==> src/pwc_pkg.sv <==
package pwc_pkg;

    localparam int OPS_W  = 32;
    localparam int MS_W   = 16;
    localparam int FRAC_W = 16;
    localparam int RATE_W = OPS_W + FRAC_W;

    localparam int IN_W   = OPS_W + MS_W;
    localparam int OUT_W  = 64;

    localparam int TC_W   = 7;
    localparam int LIM_W  = 8;
    localparam int DVS_W  = 8;
    localparam int CFG_IDX_W  = 2;
    localparam int CFG_DATA_W = 8;

    localparam int WIN_OUT_W  = 7;
    localparam int WAKE_W     = 6;

    localparam int DIV_CNT_W  = 6;

    typedef enum logic [CFG_IDX_W-1:0] {
        CFG_THREAD_COUNT     = 2'd0,
        CFG_SLOWDOWN_LIMIT   = 2'd1,
        CFG_DECREASE_DIVISOR = 2'd2,
        CFG_UNUSED           = 2'd3
    } cfg_index_t;

    localparam logic [TC_W-1:0]  TC_RESET  = 7'd64;
    localparam logic [LIM_W-1:0] LIM_RESET = 8'd1;
    localparam logic [DVS_W-1:0] DVS_RESET = 8'd32;

endpackage

==> src/pwc_divider.sv <==
module pwc_divider (
    input  logic                        clk,
    input  logic                        rst_n,
    input  logic                        start,
    input  logic [pwc_pkg::RATE_W-1:0]  dividend,
    input  logic [pwc_pkg::MS_W-1:0]    divisor,
    output logic                        busy,
    output logic [pwc_pkg::RATE_W-1:0]  quotient
);
    import pwc_pkg::*;

    localparam logic [DIV_CNT_W-1:0] LAST_STEP = DIV_CNT_W'(RATE_W - 1);

    logic [RATE_W-1:0]    quo_reg;
    logic [RATE_W-1:0]    quo_next;
    logic [MS_W-1:0]      rem_reg;
    logic [MS_W-1:0]      rem_next;
    logic [MS_W-1:0]      dvs_reg;
    logic [DIV_CNT_W-1:0] cnt_reg;
    logic                 busy_reg;
    logic [MS_W:0]        partial;
    logic [MS_W+1:0]      diff;

    // One quotient bit per cycle, restoring form.
    always_comb
    begin
        partial = {rem_reg, quo_reg[RATE_W-1]};
        diff    = {1'b0, partial} - {2'b00, dvs_reg};
        if (!diff[MS_W+1])
        begin
            rem_next = diff[MS_W-1:0];
            quo_next = {quo_reg[RATE_W-2:0], 1'b1};
        end
        else
        begin
            rem_next = partial[MS_W-1:0];
            quo_next = {quo_reg[RATE_W-2:0], 1'b0};
        end
    end

    always_ff @(posedge clk or negedge rst_n)
    begin
        if (!rst_n)
        begin
            busy_reg <= 1'b0;
            cnt_reg  <= '0;
        end
        else if (start)
        begin
            busy_reg <= 1'b1;
            cnt_reg  <= LAST_STEP;
        end
        else if (busy_reg)
        begin
            if (cnt_reg == '0)
            begin
                busy_reg <= 1'b0;
            end
            else
            begin
                cnt_reg <= cnt_reg - DIV_CNT_W'(1);
            end
        end
    end

    always_ff @(posedge clk)
    begin
        if (start)
        begin
            quo_reg <= dividend;
            rem_reg <= '0;
            dvs_reg <= divisor;
        end
        else if (busy_reg)
        begin
            quo_reg <= quo_next;
            rem_reg <= rem_next;
        end
    end

    assign busy     = busy_reg;
    assign quotient = quo_reg;

endmodule

==> src/pwc_history.sv <==
module pwc_history #(
    parameter int DEPTH = 64
) (
    input  logic                          clk,
    input  logic                          rst_n,
    input  logic                          rd_en,
    input  logic [$clog2(DEPTH)-1:0]      rd_addr,
    output logic [pwc_pkg::RATE_W-1:0]    rd_rate,
    input  logic                          wr_en,
    input  logic [$clog2(DEPTH)-1:0]      wr_addr,
    input  logic [pwc_pkg::RATE_W-1:0]    wr_rate,
    input  logic                          clr_en,
    input  logic [$clog2(DEPTH)-1:0]      clr_from
);
    import pwc_pkg::*;

    localparam int AW = $clog2(DEPTH);

    logic [RATE_W-1:0] mem [DEPTH];
    logic [RATE_W-1:0] rd_data_reg;
    logic              rd_valid_reg;
    logic [DEPTH-1:0]  valid_reg;
    logic [DEPTH-1:0]  valid_next;

    // An entry that was never written since reset or since it was cleared reads as zero.
    always_comb
    begin
        valid_next = valid_reg;
        for (int i = 0; i < DEPTH; i++)
        begin
            if (clr_en && (AW'(i) >= clr_from))
            begin
                valid_next[i] = 1'b0;
            end
        end
        if (wr_en)
        begin
            valid_next[wr_addr] = 1'b1;
        end
    end

    always_ff @(posedge clk or negedge rst_n)
    begin
        if (!rst_n)
        begin
            valid_reg    <= '0;
            rd_valid_reg <= 1'b0;
        end
        else
        begin
            valid_reg <= valid_next;
            if (rd_en)
            begin
                rd_valid_reg <= valid_reg[rd_addr];
            end
        end
    end

    always_ff @(posedge clk)
    begin
        if (wr_en)
        begin
            mem[wr_addr] <= wr_rate;
        end
        if (rd_en)
        begin
            rd_data_reg <= mem[rd_addr];
        end
    end

    assign rd_rate = rd_valid_reg ? rd_data_reg : '0;

endmodule

==> src/parallelism_window_controller.sv <==
// Channel   Direction  Beat fields
// s_*       in         s_tdata: ops_delta[31:0], elapsed_ms[47:32]
// m_*       out        m_tdata: window_size, wake_valid, wake_thread, rate, backing_off
// cfg_*     in         cfg_index selects the register, cfg_data carries its value
//
// A tick first divides its ops by its elapsed time to get the rate; a tick that divides
// the window down then uses the divider a second time. The bit-serial divider
// yields one quotient bit per cycle and serves both the rate and the decrease.
// History is read once on acceptance and written at most once, at the end of the tick.
// Reset clears all control state and marks every history entry empty; no sweep is needed.
// One tick is in flight at a time; a finished result may wait in the output register
// while the next tick is accepted, and the tick completes only once that slot is free.
module parallelism_window_controller #(
    parameter int MAX_THREADS = 64
) (
    input  logic                             clk,
    input  logic                             rst_n,
    input  logic                             s_tvalid,
    output logic                             s_tready,
    // [31:0] ops_delta, [47:32] elapsed_ms
    input  logic [pwc_pkg::IN_W-1:0]         s_tdata,
    output logic                             m_tvalid,
    input  logic                             m_tready,
    // [6:0] window_size, [7] wake_valid, [13:8] wake_thread, [61:14] rate,
    // [62] backing_off, [63] zero
    output logic [pwc_pkg::OUT_W-1:0]        m_tdata,
    input  logic                             cfg_valid,
    output logic                             cfg_ready,
    input  logic [pwc_pkg::CFG_IDX_W-1:0]    cfg_index,
    input  logic [pwc_pkg::CFG_DATA_W-1:0]   cfg_data
);
    import pwc_pkg::*;

    localparam int AW    = $clog2(MAX_THREADS);
    localparam int WW    = ($clog2(MAX_THREADS + 1) > WIN_OUT_W) ?
                           $clog2(MAX_THREADS + 1) : WIN_OUT_W;
    localparam int NM_W  = WW + 5;

    typedef enum logic [3:0] {
        ST_IDLE = 4'b0001,
        ST_RATE = 4'b0010,
        ST_UPD  = 4'b0100,
        ST_DEC  = 4'b1000
    } state_t;

    state_t            state_reg;
    state_t            state_next;
    logic [WW-1:0]     window_reg;
    logic [WW-1:0]     window_next;
    logic              probe_reg;
    logic              probe_next;
    logic [LIM_W-1:0]  slow_cnt_reg;
    logic [LIM_W-1:0]  slow_cnt_next;
    logic [RATE_W-1:0] rate_reg;
    logic [TC_W-1:0]   tc_reg;
    logic [LIM_W-1:0]  limit_reg;
    logic [DVS_W-1:0]  dvs_reg;
    logic              m_valid_reg;
    logic              m_valid_next;
    logic [OUT_W-1:0]  m_data_reg;
    logic [OUT_W-1:0]  m_data_next;

    logic              accept;
    logic              out_free;
    logic              faster;
    logic              do_dec;
    logic              do_grow;
    logic [LIM_W-1:0]  cnt_inc;
    logic [MS_W-1:0]   ms_fixed;
    logic [DVS_W-1:0]  dvs_fixed;
    logic [NM_W-1:0]   dec_num;
    logic [NM_W-1:0]   dec_q;
    logic [WW-1:0]     nm_raw;
    logic [WW-1:0]     nm;
    logic              wake;

    logic              div_start;
    logic [RATE_W-1:0] div_dividend;
    logic [MS_W-1:0]   div_divisor;
    logic              div_busy;
    logic [RATE_W-1:0] div_quotient;

    logic              hist_rd_en;
    logic [AW-1:0]     hist_rd_addr;
    logic [RATE_W-1:0] hist_rd_rate;
    logic              hist_wr_en;
    logic [AW-1:0]     hist_wr_addr;
    logic              hist_clr_en;
    logic [AW-1:0]     hist_clr_from;

    pwc_divider u_divider (
        .clk      (clk),
        .rst_n    (rst_n),
        .start    (div_start),
        .dividend (div_dividend),
        .divisor  (div_divisor),
        .busy     (div_busy),
        .quotient (div_quotient)
    );

    pwc_history #(
        .DEPTH (MAX_THREADS)
    ) u_history (
        .clk      (clk),
        .rst_n    (rst_n),
        .rd_en    (hist_rd_en),
        .rd_addr  (hist_rd_addr),
        .rd_rate  (hist_rd_rate),
        .wr_en    (hist_wr_en),
        .wr_addr  (hist_wr_addr),
        .wr_rate  (rate_reg),
        .clr_en   (hist_clr_en),
        .clr_from (hist_clr_from)
    );

    assign s_tready  = (state_reg == ST_IDLE);
    assign accept    = s_tvalid && s_tready;
    assign cfg_ready = 1'b1;
    assign out_free  = !m_valid_reg || m_tready;

    assign ms_fixed  = (s_tdata[IN_W-1:OPS_W] == '0) ? MS_W'(1) : s_tdata[IN_W-1:OPS_W];
    assign dvs_fixed = (dvs_reg == '0) ? DVS_W'(1) : dvs_reg;
    assign dec_num   = (NM_W'(window_reg) + NM_W'(1)) << 4;

    assign faster  = (window_reg == WW'(1)) || (rate_reg > hist_rd_rate);
    assign cnt_inc = slow_cnt_reg + LIM_W'(1);
    assign do_dec  = !faster && probe_reg && (cnt_inc == limit_reg);
    assign do_grow = (window_reg < WW'(tc_reg)) && (window_reg < WW'(MAX_THREADS));

    assign dec_q   = div_quotient[NM_W-1:0];
    assign nm_raw  = (dec_q >= NM_W'(window_reg)) ? (window_reg - WW'(1)) : WW'(dec_q);
    assign nm      = (nm_raw == '0) ? WW'(1) : nm_raw;

    assign hist_rd_en    = accept;
    assign hist_rd_addr  = AW'(window_reg - WW'(2));
    assign hist_wr_addr  = AW'(window_reg - WW'(1));
    assign hist_clr_from = AW'(nm - WW'(1));

    always_comb
    begin
        state_next    = state_reg;
        window_next   = window_reg;
        probe_next    = probe_reg;
        slow_cnt_next = slow_cnt_reg;
        m_valid_next  = m_valid_reg && !m_tready;
        m_data_next   = m_data_reg;
        div_start     = 1'b0;
        div_dividend  = {s_tdata[OPS_W-1:0], FRAC_W'(0)};
        div_divisor   = ms_fixed;
        hist_wr_en    = 1'b0;
        hist_clr_en   = 1'b0;
        wake          = 1'b0;

        unique case (state_reg)
            ST_IDLE:
            begin
                if (accept)
                begin
                    div_start  = 1'b1;
                    state_next = ST_RATE;
                end
            end
            ST_RATE:
            begin
                if (!div_busy)
                begin
                    state_next = ST_UPD;
                end
            end
            ST_UPD:
            begin
                if (do_dec)
                begin
                    div_start    = 1'b1;
                    div_dividend = RATE_W'(dec_num);
                    div_divisor  = MS_W'(dvs_fixed);
                    state_next   = ST_DEC;
                end
                else if (out_free)
                begin
                    if (faster)
                    begin
                        hist_wr_en    = !probe_reg;
                        probe_next    = 1'b0;
                        slow_cnt_next = '0;
                        if (do_grow)
                        begin
                            window_next = window_reg + WW'(1);
                            wake        = 1'b1;
                        end
                    end
                    else if (!probe_reg)
                    begin
                        window_next = window_reg - WW'(1);
                        probe_next  = 1'b1;
                    end
                    else
                    begin
                        slow_cnt_next = cnt_inc;
                    end
                    m_valid_next = 1'b1;
                    m_data_next  = {1'b0, probe_next, rate_reg,
                                    wake ? WAKE_W'(window_next - WW'(1)) : WAKE_W'(0),
                                    wake, window_next[WIN_OUT_W-1:0]};
                    state_next   = ST_IDLE;
                end
            end
            ST_DEC:
            begin
                if (!div_busy && out_free)
                begin
                    hist_clr_en   = 1'b1;
                    window_next   = nm;
                    probe_next    = 1'b0;
                    slow_cnt_next = '0;
                    m_valid_next  = 1'b1;
                    m_data_next   = {1'b0, 1'b0, rate_reg, WAKE_W'(0), 1'b0,
                                     nm[WIN_OUT_W-1:0]};
                    state_next    = ST_IDLE;
                end
            end
            default:
            begin
                state_next = ST_IDLE;
            end
        endcase
    end

    always_ff @(posedge clk or negedge rst_n)
    begin
        if (!rst_n)
        begin
            state_reg    <= ST_IDLE;
            window_reg   <= WW'(1);
            probe_reg    <= 1'b0;
            slow_cnt_reg <= '0;
            m_valid_reg  <= 1'b0;
            tc_reg       <= TC_RESET;
            limit_reg    <= LIM_RESET;
            dvs_reg      <= DVS_RESET;
        end
        else
        begin
            state_reg    <= state_next;
            window_reg   <= window_next;
            probe_reg    <= probe_next;
            slow_cnt_reg <= slow_cnt_next;
            m_valid_reg  <= m_valid_next;
            if (cfg_valid && cfg_ready)
            begin
                unique case (cfg_index)
                    CFG_THREAD_COUNT:     tc_reg    <= cfg_data[TC_W-1:0];
                    CFG_SLOWDOWN_LIMIT:   limit_reg <= cfg_data;
                    CFG_DECREASE_DIVISOR: dvs_reg   <= cfg_data;
                    default:              ;
                endcase
            end
        end
    end

    always_ff @(posedge clk)
    begin
        m_data_reg <= m_data_next;
        if ((state_reg == ST_RATE) && !div_busy)
        begin
            rate_reg <= div_quotient;
        end
    end

    assign m_tvalid = m_valid_reg;
    assign m_tdata  = m_data_reg;

    // The window stays within one thread and the thread limit of the design.
    a_window_range: assert property (@(posedge clk) disable iff (!rst_n)
        (window_reg >= WW'(1)) && (window_reg <= WW'(MAX_THREADS)))
        else $error("window size out of range");

    // A woken thread is always the new top of the window.
    a_wake_top: assert property (@(posedge clk) disable iff (!rst_n)
        (m_tvalid && m_tdata[7]) |-> (m_tdata[13:8] == WAKE_W'(m_tdata[6:0] - 7'd1)))
        else $error("woken thread does not match window size");

    // Growth and probing never come together in one result.
    a_wake_not_probe: assert property (@(posedge clk) disable iff (!rst_n)
        m_tvalid |-> !(m_tdata[7] && m_tdata[62]))
        else $error("wake reported while backing off");

    // The divider is idle whenever a new tick is taken.
    a_div_idle: assert property (@(posedge clk) disable iff (!rst_n)
        accept |-> !div_busy)
        else $error("tick accepted while divider busy");

endmodule
==> config.mk <==
export PLATFORM = sky130hd
export DESIGN_NAME = parallelism_window_controller
export DESIGN_NICKNAME = d
export VERILOG_FILES = /design/src/pwc_pkg.sv /design/src/pwc_divider.sv /design/src/pwc_history.sv /design/src/parallelism_window_controller.sv
export SDC_FILE = /design/constraint.sdc
export NUM_CORES = 2
export LEC_CHECK = 0
export ABC_CLOCK_PERIOD_IN_PS = 8700
export BUFFER_PORTS_ARGS = -buffer_cell sky130_fd_sc_hd__clkbuf_2
export CAP_MARGIN = 20
export CORE_MARGIN = 2
export CORE_UTILIZATION = 63
export DETAILED_ROUTE_END_ITERATION = 7
export PLACE_DENSITY = 0.83
export SLEW_MARGIN = 10
export SYNTH_ARGS = -nofsm -noshare
export SYNTH_HDL_FRONTEND = slang
export SYNTH_HIERARCHICAL = 1
export SYNTH_SLANG_ARGS = --single-unit
==> constraint.sdc <==
create_clock -name clk -period 8.7 [get_ports clk]
set_input_delay 1.305 -clock clk [delete_from_list [all_inputs] [get_ports clk]]
set_output_delay 1.305 -clock clk [all_outputs]
set_load 0.01 [all_outputs]
==> impl_results.md <==
- PostCTS Resize Cnt: 0
- Worst path max stage delay: about 1200 ps
- Max Clk Rate: approximately 0.13 GHz
- NumNets Final: roughly 6600
- Launch point of the worst reg-to-reg path: u_history/rd_valid_reg$_DFFE_PN0P_
- Wire per inst: roughly 44 µm
- # H-tree levels: 5
- Buf/Inv on CP: 2
- Ys Warns: 6
- CP top delay family: simple AND/OR/NAND/NOR gates
- Synth Register Bits: roughly 3400
- Post-synthesis sequential area ratio: 0.761
- Largest net degree at the start of global routing: roughly 140
- I/O Pins: 130
- Most frequent cells after synthesis: edfxtp_1 (3295), mux4_2 (963), clkbuf_1 (163), nor2_1 (141), nand2_1 (124)
- Worst Path Required: 9330 ps
- Final slew viol count: 0
- Die X: between 400 and 500 µm
- Post-synth EDFFs: 3295
- Antenna violations before repair: 44
- Status: complete, no violations
- Slew @ Worst Pin: roughly 1300 ps
- Port bufs: 127
- Setup TNS: 0 ps
- Synth top area share: 0.737
- Post-synth ARST share: 0.0338
- Setup slack, reg-to-reg: 1050 ps
- Slowest CP cell: nor2_4
- Worst slew margin: 0.147
- Post-layout min period: 7650 ps
- Max VDD drop: 255 µV
- CP Capture Type: flip-flop
- Share of post-route cells with drive strength above 1: 0.296
- Drt pass-1 iters: 6
- Max clock buf depth: 4
- Postcts setup bufs: 0
- Synthesized area: 134000 µm²
- Dpl hpwl: around 210000 µm
- Largest cells by area after synthesis: edfxtp_1 (74%), mux4_2 (16%), dfrtp_1 (2.1%), ha_1 (0.82%), mux2_2 (0.69%)
- Critical path, cell by cell: and2_1 -> inv_1 -> ha_1 -> nand4_1 -> nor4_2 -> nand2_1 -> nor3_1 -> a2111o_1 -> nand2_1 -> nor4b_1 -> nor2b_1 -> nand2_1 -> nor2_4 -> buf_4
- CP Max Fanout: 49
- Vias post-DR: roughly 73000
- Worst Path Arrival: 8290 ps
- Crit start category: flip-flop
- Area leader, netlist: edfxtp_1
- Root buf cell: clkbuf_16
- Final Hold Fails: 0
- Worst skew pair latency: 1000 ps
- Setup CP Type: flip-flop to flip-flop
- Hold WC Path Type: primary input to asynchronous set/reset pin
- CTS tree: done
- Post-DRT Antenna Nets: 0
- Max capacitance violation total: 0
- Routability cong.: roughly 0.94
- Unrepaired setup endpoints after global routing: no
- Hold_buf cts: 0
- Largest register FFs: around 3100
- Core Box Area: 212000 µm²
- Reg2reg end: u_history/mem[0][43]$_DFFE_PP_
- Die area: about 220000 µm²
- Synth Flop Type: edfxtp_1
- Cell mode on critical path: nand2_1
- DRC: 0
- Final period util: 0.880
- Overall power: between 30000 and 40000 µW
- Core Rows: around 170
- WL final: ~420000 µm
- Synth Instances: between 6000 and 7000
- Area Growth Syn to Fin: 12.0%
- Initial core utilization: 0.633
- DR iter-0 viols: around 14000
- CTS buffer count: ~350
- Most frequent cell after synthesis: edfxtp_1
- Setup crit start: u_history/rd_valid_reg$_DFFE_PN0P_
- Avg Inst Size Synth: around 22 µm²
- Library cells used by synthesis: 85
- First-pass GRT wire length: 581000 µm
- CTS sink cnt: approximately 3400
- Total track usage: 0.391
- Post-DR vias/cell: 7.65
- Leak: a little under 0.05 µW
- Power Density: ~240 nW/µm²
- Worst r2r path cells: 14
- Clock Pin Slew Worst Setup and Hold Paths: 60 ps
- Die Y: approximately 470 µm
- Final setup vio count: 0
- Vias in the first global route: approximately 73000
- Remaining Overflow, GRT: 0
- Layout Skew: around 84 ps
==> report_power, final <==
| group | total, µW | internal, µW | switching [µW] |
|---|---|---|---|
| registers | 18700 | 18200 | 485 |
| logic | 2620 | 1030 | 1590 |
| clock network | 14800 | 8320 | 6480 |
| total | 36100 | 27500 | 8560 |
==> area by class of cell <==
| cell class | count | area (µm²) |
|---|---|---|
| flip-flops and latches | 3427 | 102000 |
| fillers | 11200 | 61700 |
| multi-input cells | 2213 | 30900 |
| clock buffers | 430 | 9120 |
| well taps | 2821 | 3530 |
| repair buffers | 332 | 2590 |
| clock inverters | 178 | 1650 |
| inverters | 105 | 410 |
| diodes | 14 | 35.0 |
==> cells in the final DEF (no fill, tap or decap), drive strengths merged, types with 82 or more instances in the layout <==
cell	synthesis	final
nand2	124	124
edfxtp	3295	3295
and2	89	89
o21ai	104	104
nor2	142	142
dfrtp	111	111
mux4	963	963
clkbuf	164	556
clkinv	1	125
ha	88	88
inv	104	113
buf	145	206
mux2	82	82
==> cells by family (layout without fill, tap and decap cells) <==
family	count (synthesis)	count (layout)	synth area share
compound gates	409	409	0.0210
simple gates	572	572	0.0218
other cells	2	24	0.0000559
xor+xnor	46	46	0.00300
fa+ha+maj	89	89	0.00835
mux	1087	1087	0.171
buf+inv	414	1045	0.0136
flops	3427	3427	0.761
==> layer usage <==
metal  routed length (µm)  up-vias  GRT usage
met5                  403        -   0.000439
met4                31400       54      0.224
met3                63200     1726      0.133
met2               196000     7617      0.598
met1               130000    37200      0.497
li1                     -    26200          -
==> per-stage QoR <==
step	setup slack (ps)	instances	area [µm²]	hold slack, ps	util
after floorplan	2470	6054	134000	422	-
after global placement	1940	8891	139000	437	0.658
after global routing	952	9509	150000	393	0.709
after detailed placement	1910	8894	140000	439	0.658
after CTS	1520	9502	150000	352	0.709
final	1050	9520	150000	358	0.709
==> worst max path at each step <==
stage                                                  to  depth (start not counted)
final                      u_history/mem[0][43]$_DFFE_PP_                         14
after global routing      u_history/mem[40][20]$_DFFE_PP_                         14
after CTS                 u_history/mem[40][21]$_DFFE_PP_                         14
after detailed placement   u_history/mem[0][38]$_DFFE_PP_                         14
after global placement    u_history/mem[16][14]$_DFFE_PP_                         14
after floorplan            u_history/mem[46][0]$_DFFE_PP_                         12
Power figures use the tool's default switching activity.
